### src/cea_pkg.sv
package cea_pkg;

   localparam int DefBlocks     = 64;
   localparam int DefDirEntries = 16;
   localparam int DefIdBits     = 8;

   localparam int FileIdW  = 8;
   localparam int StartW   = 6;
   localparam int CountW   = 7;
   localparam int StatusW  = 3;
   localparam int ReqDataW = 24;
   localparam int RspDataW = 16;

   localparam logic CMD_CREATE = 1'b0;
   localparam logic CMD_DELETE = 1'b1;

   typedef enum logic [StatusW-1:0] {
      ST_OK        = 3'd0,
      ST_DUPLICATE = 3'd1,
      ST_IN_USE    = 3'd2,
      ST_NOT_FOUND = 3'd3,
      ST_DIR_FULL  = 3'd4,
      ST_RANGE     = 3'd5
   } status_type;

endpackage

### src/cea_ram.sv
module cea_ram #(
   parameter int WIDTH = 1,
   parameter int DEPTH = 64,
   parameter int AW    = (DEPTH > 1) ? $clog2(DEPTH) : 1
) (
   input  logic             clock,
   input  logic             wr_en,
   input  logic [AW-1:0]    wr_addr,
   input  logic [WIDTH-1:0] wr_data,
   input  logic [AW-1:0]    rd_addr,
   output logic [WIDTH-1:0] rd_data
);

   logic [WIDTH-1:0] mem_ff [DEPTH];
   logic [WIDTH-1:0] rd_data_ff;

   always_ff @(posedge clock) begin
      if (wr_en) begin
         mem_ff[wr_addr] <= wr_data;
      end
      rd_data_ff <= mem_ff[rd_addr];
   end

   assign rd_data = rd_data_ff;

endmodule

### src/contiguous_extent_allocator.sv
// channel  direction  handshake              payload
// req      in         req_tvalid/req_tready  tuser: command; tdata: file_id, start, count
// rsp      out        rsp_tvalid/rsp_tready  tdata: status, freed_start, freed_count
//
// create does a directory scan (one entry read a cycle), then, once the checks pass,
// a read pass and a write pass over the block map port.
// delete does a directory scan, then a clear pass if the file is found.
// after reset the block map is cleared one block a cycle, with req_tready low.
// a finished item waits in the output register; rsp stall holds only the last step.
module contiguous_extent_allocator
   import cea_pkg::*;
#(
   parameter int BLOCKS      = DefBlocks,
   parameter int DIR_ENTRIES = DefDirEntries,
   parameter int ID_BITS     = DefIdBits
) (
   input  logic                clock,
   input  logic                reset,
   input  logic                req_tvalid,
   output logic                req_tready,
   input  logic [ReqDataW-1:0] req_tdata,  // file_id, start_block, block_count, zero pad
   input  logic                req_tuser,  // command
   output logic                rsp_tvalid,
   input  logic                rsp_tready,
   output logic [RspDataW-1:0] rsp_tdata   // status, freed_start, freed_count
);

   localparam int BlkAw = $clog2(BLOCKS);
   localparam int DirAw = $clog2(DIR_ENTRIES);
   localparam int CntW  = $clog2(BLOCKS + 1);
   localparam int SumW  = (CntW > 8) ? CntW : 8;
   localparam int DirW  = ID_BITS + StartW + CountW;

   typedef enum logic [2:0] {
      S_INIT, S_IDLE, S_SCAN, S_DECIDE, S_CHECK, S_MARK, S_CLEAR, S_DONE
   } state_type;

   state_type            state_ff;
   logic                 cmd_ff;
   logic [ID_BITS-1:0]   id_ff;
   logic [StartW-1:0]    start_ff;
   logic [CountW-1:0]    count_ff;
   logic [DirAw-1:0]     scan_idx_ff;
   logic [DirAw-1:0]     pidx_ff;
   logic                 issue_ff;
   logic                 pend_ff;
   logic                 hit_ff;
   logic [DirAw-1:0]     hit_idx_ff;
   logic [StartW-1:0]    hit_start_ff;
   logic [CountW-1:0]    hit_count_ff;
   logic                 free_found_ff;
   logic [DirAw-1:0]     free_idx_ff;
   logic [BlkAw-1:0]     blk_ff;
   logic [CountW-1:0]    rem_ff;
   logic                 chk_pend_ff;
   logic [DIR_ENTRIES-1:0] valid_ff;
   status_type           status_ff;
   logic [StartW-1:0]    out_start_ff;
   logic [CountW-1:0]    out_count_ff;
   logic                 rsp_vld_ff;
   logic [RspDataW-1:0]  rsp_data_ff;

   logic                 map_we;
   logic                 map_wd;
   logic                 map_rd;
   logic                 dir_we;
   logic [DirW-1:0]      dir_wd;
   logic [DirW-1:0]      dir_rd;
   logic [ID_BITS-1:0]   rd_id;
   logic [StartW-1:0]    rd_start;
   logic [CountW-1:0]    rd_count;
   logic [SumW-1:0]      end_sum;
   logic                 range_bad;

   cea_ram #(.WIDTH(1), .DEPTH(BLOCKS), .AW(BlkAw)) u_map (
      .clock   (clock),
      .wr_en   (map_we),
      .wr_addr (blk_ff),
      .wr_data (map_wd),
      .rd_addr (blk_ff),
      .rd_data (map_rd)
   );

   cea_ram #(.WIDTH(DirW), .DEPTH(DIR_ENTRIES), .AW(DirAw)) u_dir (
      .clock   (clock),
      .wr_en   (dir_we),
      .wr_addr (free_idx_ff),
      .wr_data (dir_wd),
      .rd_addr (scan_idx_ff),
      .rd_data (dir_rd)
   );

   always_comb begin
      map_we = (state_ff == S_INIT) ||
               ((state_ff == S_MARK || state_ff == S_CLEAR) && rem_ff != '0);
      map_wd = (state_ff == S_MARK);
      dir_we = (state_ff == S_MARK) && rem_ff == '0;
      dir_wd = {id_ff, start_ff, count_ff};
      rd_id    = dir_rd[DirW-1 -: ID_BITS];
      rd_start = dir_rd[StartW+CountW-1 -: StartW];
      rd_count = dir_rd[CountW-1:0];
      end_sum   = SumW'(start_ff) + SumW'(count_ff);
      range_bad = end_sum > SumW'(BLOCKS);
   end

   assign req_tready = (state_ff == S_IDLE);
   assign rsp_tvalid = rsp_vld_ff;
   assign rsp_tdata  = rsp_data_ff;

   always_ff @(posedge clock) begin
      if (reset) begin
         state_ff      <= S_INIT;
         blk_ff        <= '0;
         valid_ff      <= '0;
         rsp_vld_ff    <= 1'b0;
         issue_ff      <= 1'b0;
         pend_ff       <= 1'b0;
         chk_pend_ff   <= 1'b0;
         hit_ff        <= 1'b0;
         free_found_ff <= 1'b0;
      end else begin
         if (rsp_vld_ff && rsp_tready) begin
            rsp_vld_ff <= 1'b0;
         end
         case (state_ff)
            S_INIT: begin
               blk_ff <= blk_ff + 1'b1;
               if (blk_ff == BlkAw'(BLOCKS - 1)) begin
                  state_ff <= S_IDLE;
               end
            end
            S_IDLE: begin
               if (req_tvalid) begin
                  cmd_ff        <= req_tuser;
                  id_ff         <= ID_BITS'(req_tdata[FileIdW-1:0]);
                  start_ff      <= req_tdata[FileIdW +: StartW];
                  count_ff      <= req_tdata[FileIdW+StartW +: CountW];
                  scan_idx_ff   <= '0;
                  issue_ff      <= 1'b1;
                  pend_ff       <= 1'b0;
                  hit_ff        <= 1'b0;
                  free_found_ff <= 1'b0;
                  state_ff      <= S_SCAN;
               end
            end
            S_SCAN: begin
               // directory read issued one cycle, compared the next
               pend_ff <= issue_ff;
               if (issue_ff) begin
                  pidx_ff <= scan_idx_ff;
                  if (scan_idx_ff == DirAw'(DIR_ENTRIES - 1)) begin
                     issue_ff <= 1'b0;
                  end else begin
                     scan_idx_ff <= scan_idx_ff + 1'b1;
                  end
               end
               if (pend_ff) begin
                  if (valid_ff[pidx_ff] && rd_id == id_ff) begin
                     hit_ff       <= 1'b1;
                     hit_idx_ff   <= pidx_ff;
                     hit_start_ff <= rd_start;
                     hit_count_ff <= rd_count;
                     issue_ff     <= 1'b0;
                     state_ff     <= S_DECIDE;
                  end else begin
                     if (!valid_ff[pidx_ff] && !free_found_ff) begin
                        free_found_ff <= 1'b1;
                        free_idx_ff   <= pidx_ff;
                     end
                     if (!issue_ff) begin
                        state_ff <= S_DECIDE;
                     end
                  end
               end
            end
            S_DECIDE: begin
               out_start_ff <= '0;
               out_count_ff <= '0;
               chk_pend_ff  <= 1'b0;
               if (cmd_ff == CMD_DELETE) begin
                  if (!hit_ff) begin
                     status_ff <= ST_NOT_FOUND;
                     state_ff  <= S_DONE;
                  end else begin
                     blk_ff       <= BlkAw'(hit_start_ff);
                     rem_ff       <= hit_count_ff;
                     out_start_ff <= hit_start_ff;
                     out_count_ff <= hit_count_ff;
                     status_ff    <= ST_OK;
                     state_ff     <= S_CLEAR;
                  end
               end else if (hit_ff) begin
                  status_ff <= ST_DUPLICATE;
                  state_ff  <= S_DONE;
               end else if (!free_found_ff) begin
                  status_ff <= ST_DIR_FULL;
                  state_ff  <= S_DONE;
               end else if (range_bad) begin
                  status_ff <= ST_RANGE;
                  state_ff  <= S_DONE;
               end else begin
                  blk_ff   <= BlkAw'(start_ff);
                  rem_ff   <= count_ff;
                  state_ff <= S_CHECK;
               end
            end
            S_CHECK: begin
               chk_pend_ff <= (rem_ff != '0);
               if (rem_ff != '0) begin
                  blk_ff <= blk_ff + 1'b1;
                  rem_ff <= rem_ff - 1'b1;
               end
               if (chk_pend_ff && map_rd) begin
                  status_ff <= ST_IN_USE;
                  state_ff  <= S_DONE;
               end else if (rem_ff == '0 && !chk_pend_ff) begin
                  // range is free, go back and mark it
                  blk_ff    <= BlkAw'(start_ff);
                  rem_ff    <= count_ff;
                  status_ff <= ST_OK;
                  state_ff  <= S_MARK;
               end
            end
            S_MARK: begin
               if (rem_ff != '0) begin
                  blk_ff <= blk_ff + 1'b1;
                  rem_ff <= rem_ff - 1'b1;
               end else begin
                  valid_ff[free_idx_ff] <= 1'b1;
                  state_ff              <= S_DONE;
               end
            end
            S_CLEAR: begin
               if (rem_ff != '0) begin
                  blk_ff <= blk_ff + 1'b1;
                  rem_ff <= rem_ff - 1'b1;
               end else begin
                  valid_ff[hit_idx_ff] <= 1'b0;
                  state_ff             <= S_DONE;
               end
            end
            S_DONE: begin
               if (!rsp_vld_ff || rsp_tready) begin
                  rsp_data_ff <= {out_count_ff, out_start_ff, status_ff};
                  rsp_vld_ff  <= 1'b1;
                  state_ff    <= S_IDLE;
               end
            end
            default: begin
               state_ff <= S_IDLE;
            end
         endcase
      end
   end

endmodule

### config.mk
export PLATFORM = sky130hd
export DESIGN_NAME = contiguous_extent_allocator
export DESIGN_NICKNAME = d
export VERILOG_FILES = /design/src/cea_pkg.sv /design/src/cea_ram.sv /design/src/contiguous_extent_allocator.sv
export SDC_FILE = /design/constraint.sdc
export NUM_CORES = 1
export LEC_CHECK = 0
export BUFFER_PORTS_ARGS = -buffer_cell sky130_fd_sc_hd__buf_2
export CAP_MARGIN = 15
export CORE_UTILIZATION = 56
export DETAILED_ROUTE_END_ITERATION = 10
export PLACE_DENSITY = 0.75
export SLEW_MARGIN = 20
export SYNTH_ARGS = -nofsm -noshare
export SYNTH_HDL_FRONTEND = slang
export SYNTH_HIERARCHICAL = 1
export SYNTH_SLANG_ARGS = --single-unit
### constraint.sdc
create_clock -name clock -period 4.2 [get_ports clock]
set_clock_uncertainty 0.2 [all_clocks]
set_input_delay 0.63 -clock clock [delete_from_list [all_inputs] [get_ports clock]]
set_output_delay 0.63 -clock clock [all_outputs]
set_load 0.005 [all_outputs]
==> results of run 1 <==
## layout make-up
cell class / count / share of cell area [%]
multi-input combinational: 628 / 23.09
sequential: 543 / 64.07
timing repair buffer: 105 / 2.937
antenna: 1 / 0.01016
clock inverter: 25 / 1.240
tap: 511 / 2.597
clock buffer: 70 / 5.895
inverter: 11 / 0.1677
## registers in the layout, summed over array words and instances (netlist names), 6 cells and up
name and flops:
u_map/mem_ff 64, u_dir/mem_ff 336, out_start_ff 6, start_ff 6, hit_count_ff 7, hit_start_ff 6, u_dir/rd_data 21, rem_ff 7
count_ff 7, id_ff 8, rsp_tdata 16, valid_ff 16, out_count_ff 7, blk_ff 6
## cells in the final DEF, fill, tap and decap left out, types with 12 or more instances in the layout
master	n
clkbuf_16	54
nor3_1	17
mux4_2	63
dfxtp_1	53
a21oi_1	37
a22oi_1	47
buf_2	43
nand2_1	83
nand3_1	25
o21ai_0	27
and3_1	19
buf_4	53
mux4_1	42
nor2_1	92
edfxtp_1	490
xor2_1	13
clkbuf_1	12
nor2_2	13
## through the flow
stage / area (µm²) / setup slack, ps / std cells / utilization, %
after detailed placement: 22790 / 528.2 / 1791 / 59.95
after CTS: 24620 / 483.0 / 1893 / 64.75
after global placement: 22790 / 549.2 / 1791 / 59.93
after global routing: 24620 / 160.3 / 1893 / 64.75
final: 24620 / 459.7 / 1894 / 64.76
after floorplan: 21800 / 254.5 / 1240 / -
## power breakdown
group          switching (mW)  internal [mW]  leakage (nW)  total (mW)
Combinational          0.0693         0.0494          2.37       0.119
Clock                    1.92           2.85         0.858        4.77
Sequential             0.0102           5.81          4.86        5.82
Total                    2.00           8.71          8.09        10.7
## metal layers
layer / vias up / global-route usage, %
li1: 5193 / -
met1: 6047 / 32.75
met4: 2 / 8.946
met3: 95 / 3.848
met5: - / 0
met2: 526 / 39.91
## worst max-delay path: cells and delay by family (launching register included)
kind                     cells  cell delay, ps
AO/OA/AOI/OAI                3            1040
adder cells (fa/ha/maj)      1             390
buffers and inverters        1             200
flip-flops                   1             680
multiplexers                 1             340
AND/OR/NAND/NOR              3             570
## cell families (layout without fill, tap and decap cells)
group | Yosys count | count (layout)
AO/OA/AOI/OAI | 168 | 168
XOR/XNOR | 19 | 19
adder cells (fa/ha/maj) | 10 | 10
buffers and inverters | 69 | 211
flip-flops | 543 | 543
multiplexers | 114 | 114
other | 0 | 1
AND/OR/NAND/NOR | 317 | 317
## worst max path at each step
stage | start | to | slack [ps] | cells after the start
after floorplan | rem_ff[0]$_DFFE_PP_ | u_dir/mem_ff[12][0]$_DFFE_PP_ | 250 | 9
after global placement | start_ff[3]$_DFFE_PP_ | rem_ff[4]$_DFFE_PP_ | 550 | 9
after detailed placement | start_ff[3]$_DFFE_PP_ | rem_ff[5]$_DFFE_PP_ | 530 | 9
after CTS | start_ff[3]$_DFFE_PP_ | rem_ff[4]$_DFFE_PP_ | 480 | 9
after global routing | count_ff[3]$_DFFE_PP_ | rem_ff[4]$_DFFE_PP_ | 160 | 9
final | start_ff[3]$_DFFE_PP_ | rem_ff[4]$_DFFE_PP_ | 460 | 9
==> reports/metrics.cfg, run 1 <==
[final_layout]
fillers = 2637
area_growth_pct = 12.98
drive_gt1_share_pct = 19.61
seqCellArea_um2 = 15780
multi_input_area_um2 = 5684
nets = 1380

[timing]
hold_viol = 0
report.final.slew_viol_count = 0
fin_crit_sh_pct = 89.06
grt_setup_unrepaired = no
fmax_ghz = 0.2674
period_needed_ps = 3740
worst_slew_pin_slew_ps = 953.4
setup_viol = 0
setup_tns_ps = 0
relSlewSlack_pct = 36.20
hold-worst-slack_ps = 42.49

[synth]
synthMuxAreaShare_pct = 11.99
synth_top_area_share_pct = 67.52
synth_commonest_cells = edfxtp_1, nor2_1, nand2_1
synth_cells = 1240
synth_top_area_cell = edfxtp_1
synth_adder_area_share_pct = 0.6086
synth_cell_type_count = 75
synth_compound_area_share_pct = 5.483
synth_ff_type = edfxtp_1
syn_avg_cell_area_um2 = 17.58
mappedNetlistNets = 1279
ys_seq_area_share_pct = 72.38
synthArstFlopShare_pct = 0
synth_area_leaders = edfxtp_1, mux4_2, mux4_1
yosys_warnings = 6
synth_top_family_by_area = multiplexers
synth-edff-count = 490
yosys.area_share.xor_xnor_pct = 0.7636
synth_most_common_cell = edfxtp_1
ys_ff_latch = 543
synthSimpleGateAreaFrac_pct = 6.838
netlist_area_um2 = 21790

[clock_tree]
cts-root-buf = clkbuf_16
cts_setup_buffers = 0
cts_tree = done
clock_latency_ps = 600
clkTransAtPathRegs_ps = 60
numClockSinks = 543
cts.repair.resized = 0
ctsHtreeMaxLevel = 2
cts_buffer_depth = 3
holdBufCountCts = 7
cts_inserted_buffers = 52

[setup_path]
rrSetupSlack_ps = 460
critPathMaxFanout = 18
r2r_cells = 9
cp-end-kind = register
worstPathCellList = ha_1, or2_2, o221ai_2, mux2_1, a2111oi_0, o21a_2, nor2_1, nor3_1, buf_4
cp.arrival_ps = 3830
r2r_start = start_ff[3]$_DFFE_PP_
cpMaxStageDelayCell = edfxtp_1
crit_type = reg -> reg
slowest_delay_ps = 680
reg2reg_to = rem_ff[4]$_DFFE_PP_
worstPathRequired_ps = 4290
worst_setup_path_start_kind = register

[global_routing]
grt_overflow = 0
first_global_vias = 11760
grt_pass1_wl_mm = 69.44
grt_antenna_before_repair = 1
grt_max_degree = 87
grtUsageTotal_pct = 24.19

[power]
p_per_area_nw_per_um2 = 434.8
p_total_mw = 10.71
p_leak_nw = 8.090
vdd_drop_max_mv = 0.4334

[detailed_routing]
maxUsedRoutingLayer = met5
wl_mm = 46.68
ant_nets = 0
drcViolationCount = 0
drt_iter0_drc = 1226
wire_per_inst_um = 24.65
wl_met3_mm = 3.489
dr.pass1.iters = 5
via_per_inst = 6.263
vias = 11860
wl_met2_mm = 22.99
m1WireLength_mm = 18.78

[hold_path]
holdPathEnd = id_ff[2]$_DFFE_PP_
hold_depth = 1
hp-start = req_tdata[2]
hp-class = in -> reg

[job]
maxCapViolCount = 0

[die]
fp.dieW_um = 199.3
die_area_um2 = 39710
core_um2 = 38020
row_count = 71
ios = 47
initial_core_util_pct = 57.32
die_h_um = 199.3

[run_status]
status = complete, no violations

[placement]
gp_congestion = 0.8792
dpl.hpwl_mm = 27.46
port_buffers = 43

No activity file was read; power rests on OpenSTA's default activity.
==> inputs of run 2 (changes only) <==
Settings changed: BUFFER_PORTS_ARGS -buffer_cell sky130_fd_sc_hd__buf_2 to -buffer_cell sky130_fd_sc_hd__buf_4.
==> reports/metrics.cfg, run 2 (same netlist as run 1, synthesis figures left out) <==
[placement]
dpl.hpwl_mm = 26.61  ; was 27.46 mm
placed_cell_area_um2 = 22930  ; was 22790 µm²
gp_congestion = 0.9188  ; was 0.8792
dp.cells = 1782  ; was 1791
port_buffers = 43  ; unchanged

[timing]
hold_viol = 0  ; unchanged
fmax_ghz = 0.2686  ; was 0.2674 GHz
period_needed_ps = 3724  ; was 3740 ps
relSlewSlack_pct = 33.28  ; was 36.20%
grt_setup_unrepaired = no  ; unchanged
setup_viol = 0  ; unchanged
hold-worst-slack_ps = 24.22  ; was 42.49 ps
report.final.slew_viol_count = 0  ; unchanged
fin_crit_sh_pct = 88.66  ; was 89.06%
worst_slew_pin_slew_ps = 1001  ; was 953.4 ps
setup_tns_ps = 0  ; unchanged

[run_status]
status = complete, no violations  ; unchanged

[final_layout]
area_growth_pct = 14.07  ; was 12.98%
final_cell_count_no_fill = 1896  ; was 1894
mostFrequentLayoutCell = edfxtp_1  ; unchanged
drive_gt1_share_pct = 19.28  ; was 19.61%
largest_reg_flops = 336  ; unchanged
mostFrequentLayoutCells = edfxtp_1, nor2_1, nand2_1  ; unchanged
antenna_cells = 0  ; was 1
final_area_um2 = 24860  ; was 24620 µm²
fillers = 2584  ; was 2637
nets = 1380  ; unchanged
top_register = u_dir/mem_ff  ; unchanged

[detailed_routing]
via_per_inst = 6.242  ; was 6.263
drcViolationCount = 0  ; unchanged
ant_nets = 0  ; unchanged
wire_per_inst_um = 24.04  ; was 24.65 µm
drt_iter0_drc = 1109  ; was 1226
wl_mm = 45.58  ; was 46.68 mm
dr.pass1.iters = 5  ; unchanged
vias = 11840  ; was 11860

[die]
row_count = 71  ; unchanged
fp.dieW_um = 199.3  ; unchanged
initial_core_util_pct = 57.32  ; unchanged
ios = 47  ; unchanged
core_um2 = 38020  ; unchanged
die_area_um2 = 39710  ; unchanged
die_h_um = 199.3  ; unchanged

[setup_path]
worst_setup_path_start_kind = register  ; unchanged
r2r_cells = 9  ; unchanged
r2r_start = count_ff[3]$_DFFE_PP_  ; was start_ff[3]$_DFFE_PP_
cp.arrival_ps = 3840  ; was 3830 ps
slowest_delay_ps = 660  ; was 680 ps
reg2reg_to = rem_ff[6]$_DFFE_PP_  ; was rem_ff[4]$_DFFE_PP_
rrSetupSlack_ps = 480  ; was 460 ps
worstPathCellList = ha_1, or2_2, o221ai_2, mux2_1, a2111oi_0, o21a_2, nor2_1, nor3_1, buf_4  ; unchanged
cpMaxStageDelayCell = edfxtp_1  ; unchanged
cp-end-kind = register  ; unchanged
worstPathRequired_ps = 4320  ; was 4290 ps
critPathMaxFanout = 18  ; unchanged
crit_type = reg -> reg  ; unchanged

[global_routing]
first_global_vias = 11720  ; was 11760
grt_max_degree = 67  ; was 87
use_met1_pct = 33.60  ; was 32.75%
grtUsageTotal_pct = 23.99  ; was 24.19%
grt_overflow = 0  ; unchanged
grt_antenna_before_repair = 0  ; was 1
grt-busiest-layer = met2  ; unchanged
use_met3_pct = 3.544  ; was 3.848%
grtUsageMet2_pct = 38.75  ; was 39.91%
grt_pass1_wl_mm = 69.55  ; was 69.44 mm

[clock_tree]
cts_tree = done  ; unchanged
cts-root-buf = clkbuf_16  ; unchanged
cts_buffer_depth = 3  ; unchanged
cts_inserted_buffers = 52  ; unchanged
ctsHtreeMaxLevel = 2  ; unchanged
numClockSinks = 543  ; unchanged
clkTransAtPathRegs_ps = 60  ; about the same
clock_latency_ps = 620  ; was 600 ps

[hold_path]
hp-start = req_tdata[16]  ; was req_tdata[2]
holdPathEnd = count_ff[2]$_DFFE_PP_  ; was id_ff[2]$_DFFE_PP_
hold_depth = 1  ; unchanged
hp-class = in -> reg  ; unchanged

[power]
vdd_drop_max_mv = 0.3774  ; was 0.4334 mV
p_total_mw = 10.71  ; about the same
p_per_area_nw_per_um2 = 430.7  ; was 434.8 nW/µm²
p_leak_nw = 8.129  ; was 8.090 nW

[job]
maxCapViolCount = 0  ; unchanged

==> run 2: cell types whose count changed in the layout (fill, tap and decap cells not counted), sizes merged <==
cell,change
inv,+2
buf,-9
dlygate4sd3,+9
clkinvlp,+3
diode,-1
clkinv,-2
bufinv,-2
clkbuf,+2
==> run 2: timing repair <==
item                      CTS  global route
hold endpoints to repair   16             0
buffers inserted            0             0
resized for setup           0             0
hold buffers               16             0
==> run 2: worst max path at each step <==
stage | slack (ps) | start | depth (start not counted) | end
2_1_floorplan | 250 | rem_ff[0]$_DFFE_PP_ | 9 | u_dir/mem_ff[12][0]$_DFFE_PP_
3_3_place_gp | 590 | count_ff[3]$_DFFE_PP_ | 9 | rem_ff[5]$_DFFE_PP_
3_5_place_dp | 500 | count_ff[3]$_DFFE_PP_ | 9 | rem_ff[3]$_DFFE_PP_
4_1_cts | 480 | count_ff[3]$_DFFE_PP_ | 9 | rem_ff[6]$_DFFE_PP_
5_1_grt | 350 | start_ff[1]$_DFFE_PP_ | 11 | rem_ff[6]$_DFFE_PP_
6_report | 480 | count_ff[3]$_DFFE_PP_ | 9 | rem_ff[6]$_DFFE_PP_
==> run 2: metal layers <==
layer	routed length, µm	up-vias
met4	1144	0
li1	-	5196
met3	2989	78
met1	19140	6066
met2	22300	495
met5	0	-
==> run 2: report_power, final <==
group          total [mW]  switching (mW)  internal (mW)
sequential           5.82          0.0152           5.81
combinational       0.125          0.0652         0.0601
clock                4.76            2.01           2.74
==> run 2: area by class of cell <==
type	instances	area (µm²)	area share (%)
repair buffers	105	953.4	3.835
multi-input cells	628	5685	22.87
inverters	11	41.29	0.1661
clock buffers	72	1446	5.818
clock inverters	26	317.8	1.278
flip-flops and latches	543	15780	63.46
well taps	511	639.4	2.572
==> run 2: per-stage QoR <==
stage          setup WS [ps]  util [%]
6_report               476.3     65.38
5_1_grt                349.7     65.38
4_1_cts                482.7     65.38
3_5_place_dp           495.1     60.32
3_3_place_gp           589.0     60.30
2_1_floorplan          254.5         -
==> run 2: worst max-delay path, delay by kind of cell (launching register included) <==
| kind | cells | cell delay (ps) |
|---|---|---|
| AO/OA/AOI/OAI | 3 | 1130 |
| flip-flops | 1 | 660 |
| AND/OR/NAND/NOR | 3 | 570 |
| adder cells (fa/ha/maj) | 1 | 350 |
| multiplexers | 1 | 330 |
| buffers and inverters | 1 | 200 |
==> inputs of run 3 (changes only) <==
Settings changed: RECOVER_POWER set to 25.
==> reports/metrics.cfg, run 3 (same netlist as run 1, synthesis figures left out) <==
[setup_path]
reg2reg_to = rem_ff[6]$_DFFE_PP_  ; unchanged
critPathMaxFanout = 18  ; unchanged
worstPathRequired_ps = 4320  ; about the same
cp_num_buf_inv = 1  ; unchanged
cpMaxStageDelayCell = edfxtp_1  ; unchanged
rrSetupSlack_ps = 470  ; was 480 ps
cp-end-kind = register  ; unchanged
worst_setup_path_start_kind = register  ; unchanged
crit_family = compound AO/OA/AOI/OAI gates  ; unchanged
worstPathCellList = ha_1, or2_2, o221ai_2, mux2_1, a2111oi_0, o21a_2, nor2_1, nor3_1, buf_4  ; unchanged
cp.arrival_ps = 3850  ; was 3840 ps
r2r_cells = 9  ; unchanged
slowest_delay_ps = 660  ; about the same
r2r_start = count_ff[3]$_DFFE_PP_  ; unchanged
crit_type = reg -> reg  ; unchanged

[final_layout]
multi_input_area_um2 = 5685  ; unchanged
top_register = u_dir/mem_ff  ; unchanged
fillers = 2599  ; was 2584
mostFrequentLayoutCell = edfxtp_1  ; unchanged
final_cell_count_no_fill = 1896  ; unchanged
largest_reg_flops = 336  ; unchanged
drive_gt1_share_pct = 17.98  ; was 19.28%
mostFrequentLayoutCells = edfxtp_1, nor2_1, nand2_1  ; unchanged
seqCellArea_um2 = 15780  ; unchanged
area_growth_pct = 13.76  ; was 14.07%
nets = 1380  ; unchanged
antenna_cells = 0  ; unchanged

[timing]
setup_viol = 0  ; unchanged
relSlewSlack_pct = 31.63  ; was 33.28%
fin_crit_sh_pct = 88.77  ; was 88.66%
report.final.slew_viol_count = 0  ; unchanged
period_needed_ps = 3728  ; was 3724 ps
hold_viol = 0  ; unchanged
worst_slew_pin_slew_ps = 1026  ; was 1001 ps
fmax_ghz = 0.2682  ; was 0.2686 GHz
hold-worst-slack_ps = 67.98  ; was 24.22 ps
setup_tns_ps = 0  ; unchanged
grt_setup_unrepaired = no  ; unchanged
setup_ws_ps = 471.5  ; was 476.3 ps

[power]
p_int_mw = 8.608  ; was 8.613 mW
p_clk_share_pct = 44.5  ; was 44.4%
vdd_drop_max_mv = 0.3741  ; was 0.3774 mV
p_leak_nw = 8.062  ; was 8.129 nW
p_per_area_nw_per_um2 = 431.8  ; was 430.7 nW/µm²
p_total_mw = 10.70  ; was 10.71 mW
p_sw_mw = 2.096  ; was 2.094 mW
power_frac_comb_pct = 1.1  ; was 1.2%
seq_power_share_pct = 54.4  ; about the same
p_sw_share_pct = 19.58  ; was 19.56%

[die]
die_h_um = 199.3  ; unchanged
fp.dieW_um = 199.3  ; unchanged
die_area_um2 = 39710  ; unchanged
core_um2 = 38020  ; unchanged
initial_core_util_pct = 57.32  ; unchanged
row_count = 71  ; unchanged
ios = 47  ; unchanged

[detailed_routing]
dr.pass1.iters = 5  ; unchanged
wl_mm = 45.67  ; was 45.58 mm
via_per_inst = 6.252  ; was 6.242
wire_per_inst_um = 24.09  ; was 24.04 µm
drt_iter0_drc = 1070  ; was 1109
drcViolationCount = 0  ; unchanged
ant_nets = 0  ; unchanged
vias = 11850  ; was 11840

[job]
maxCapViolCount = 0  ; unchanged

[global_routing]
grtUsageTotal_pct = 23.99  ; unchanged
first_global_vias = 11720  ; unchanged
grt_antenna_before_repair = 0  ; unchanged
grt_pass1_wl_mm = 69.55  ; unchanged
grt_overflow = 0  ; unchanged
grt_max_degree = 67  ; unchanged

[placement]
dp_slack_ps = 495.1  ; unchanged
gp_congestion = 0.9188  ; unchanged
dpl.hpwl_mm = 26.61  ; unchanged
port_buffers = 43  ; unchanged
dp.cells = 1782  ; unchanged

[clock_tree]
cts_tree = done  ; unchanged
cts_inserted_buffers = 52  ; unchanged
numClockSinks = 543  ; unchanged
clkTransAtPathRegs_ps = 60  ; about the same
ctsHtreeMaxLevel = 2  ; unchanged
cts_buffer_depth = 3  ; unchanged
cts.repair.resized = 0  ; unchanged
clock_latency_ps = 620  ; about the same
cts-root-buf = clkbuf_16  ; unchanged

[hold_path]
holdPathEnd = count_ff[3]$_DFFE_PP_  ; was count_ff[2]$_DFFE_PP_
hp-start = req_tdata[17]  ; was req_tdata[16]
hp-class = in -> reg  ; unchanged
hold_depth = 1  ; unchanged

[run_status]
status = complete, no violations  ; unchanged

==> run 3: changes by cell type in the layout (fill, tap and decap cells not counted), sizes merged <==
cell | previous run | this run
buf | 89 | 61
clkbuf | 72 | 100
==> run 3: layout make-up <==
| type | instances | area share, % |
|---|---|---|
| sequential | 543 | 63.63 |
| timing repair buffer | 105 | 3.573 |
| multi-input combinational | 628 | 22.93 |
| clock buffer | 72 | 5.834 |
| tap | 511 | 2.579 |
| inverter | 11 | 0.1665 |
| clock inverter | 26 | 1.282 |
==> run 3: timing repair <==
action / 4_1_cts / 5_1_grt
hold endpoints to repair: 16 / 0
hold buffers: 16 / 0
setup buffers: 0 / 0
==> run 3: worst max path at each step <==
stage                          startpoint                            end  slack (ps)  cells past startpoint
global route        start_ff[1]$_DFFE_PP_            rem_ff[6]$_DFFE_PP_         350                     11
finish              count_ff[3]$_DFFE_PP_            rem_ff[6]$_DFFE_PP_         470                      9
global placement    count_ff[3]$_DFFE_PP_            rem_ff[5]$_DFFE_PP_         590                      9
floorplan             rem_ff[0]$_DFFE_PP_  u_dir/mem_ff[12][0]$_DFFE_PP_         250                      9
CTS                 count_ff[3]$_DFFE_PP_            rem_ff[6]$_DFFE_PP_         480                      9
detailed placement  count_ff[3]$_DFFE_PP_            rem_ff[3]$_DFFE_PP_         500                      9
==> run 3: worst reg2reg max path: cells and delay by family (launching register included) <==
| family | cells | cell delay, ps |
|---|---|---|
| AO/OA/AOI/OAI | 3 | 1130 |
| adder cells (fa/ha/maj) | 1 | 350 |
| buffers and inverters | 1 | 200 |
| flip-flops | 1 | 660 |
| multiplexers | 1 | 330 |
| AND/OR/NAND/NOR | 3 | 570 |
==> run 3: per-stage QoR <==
| step | cell area, µm² | util (%) |
|---|---|---|
| 2_1_floorplan | 21800 | - |
| 3_3_place_gp | 22930 | 60.30 |
| 3_5_place_dp | 22930 | 60.32 |
| 4_1_cts | 24860 | 65.38 |
| 5_1_grt | 24790 | 65.20 |
| 6_report | 24790 | 65.20 |
==> run 3: routing by layer <==
metal  part of all wire, %  global-route usage [%]  vias up
met4                   2.5                   8.547        0
met3                   6.7                   3.544       80
met5                     0                       0        -
met1                    42                   33.60     6089
met2                    49                   38.75      484
li1                      -                       -     5200
==> run 3: power by group through the flow <==
stage,combinational (mW),sequential (mW),clock (mW)
2_1_floorplan,0.0741,5.93,0
3_3_place_gp,0.110,5.94,0
3_5_place_dp,0.111,5.94,0
4_1_cts,0.124,5.82,4.83
5_1_grt,0.129,5.82,5.03
6_report,0.119,5.82,4.76
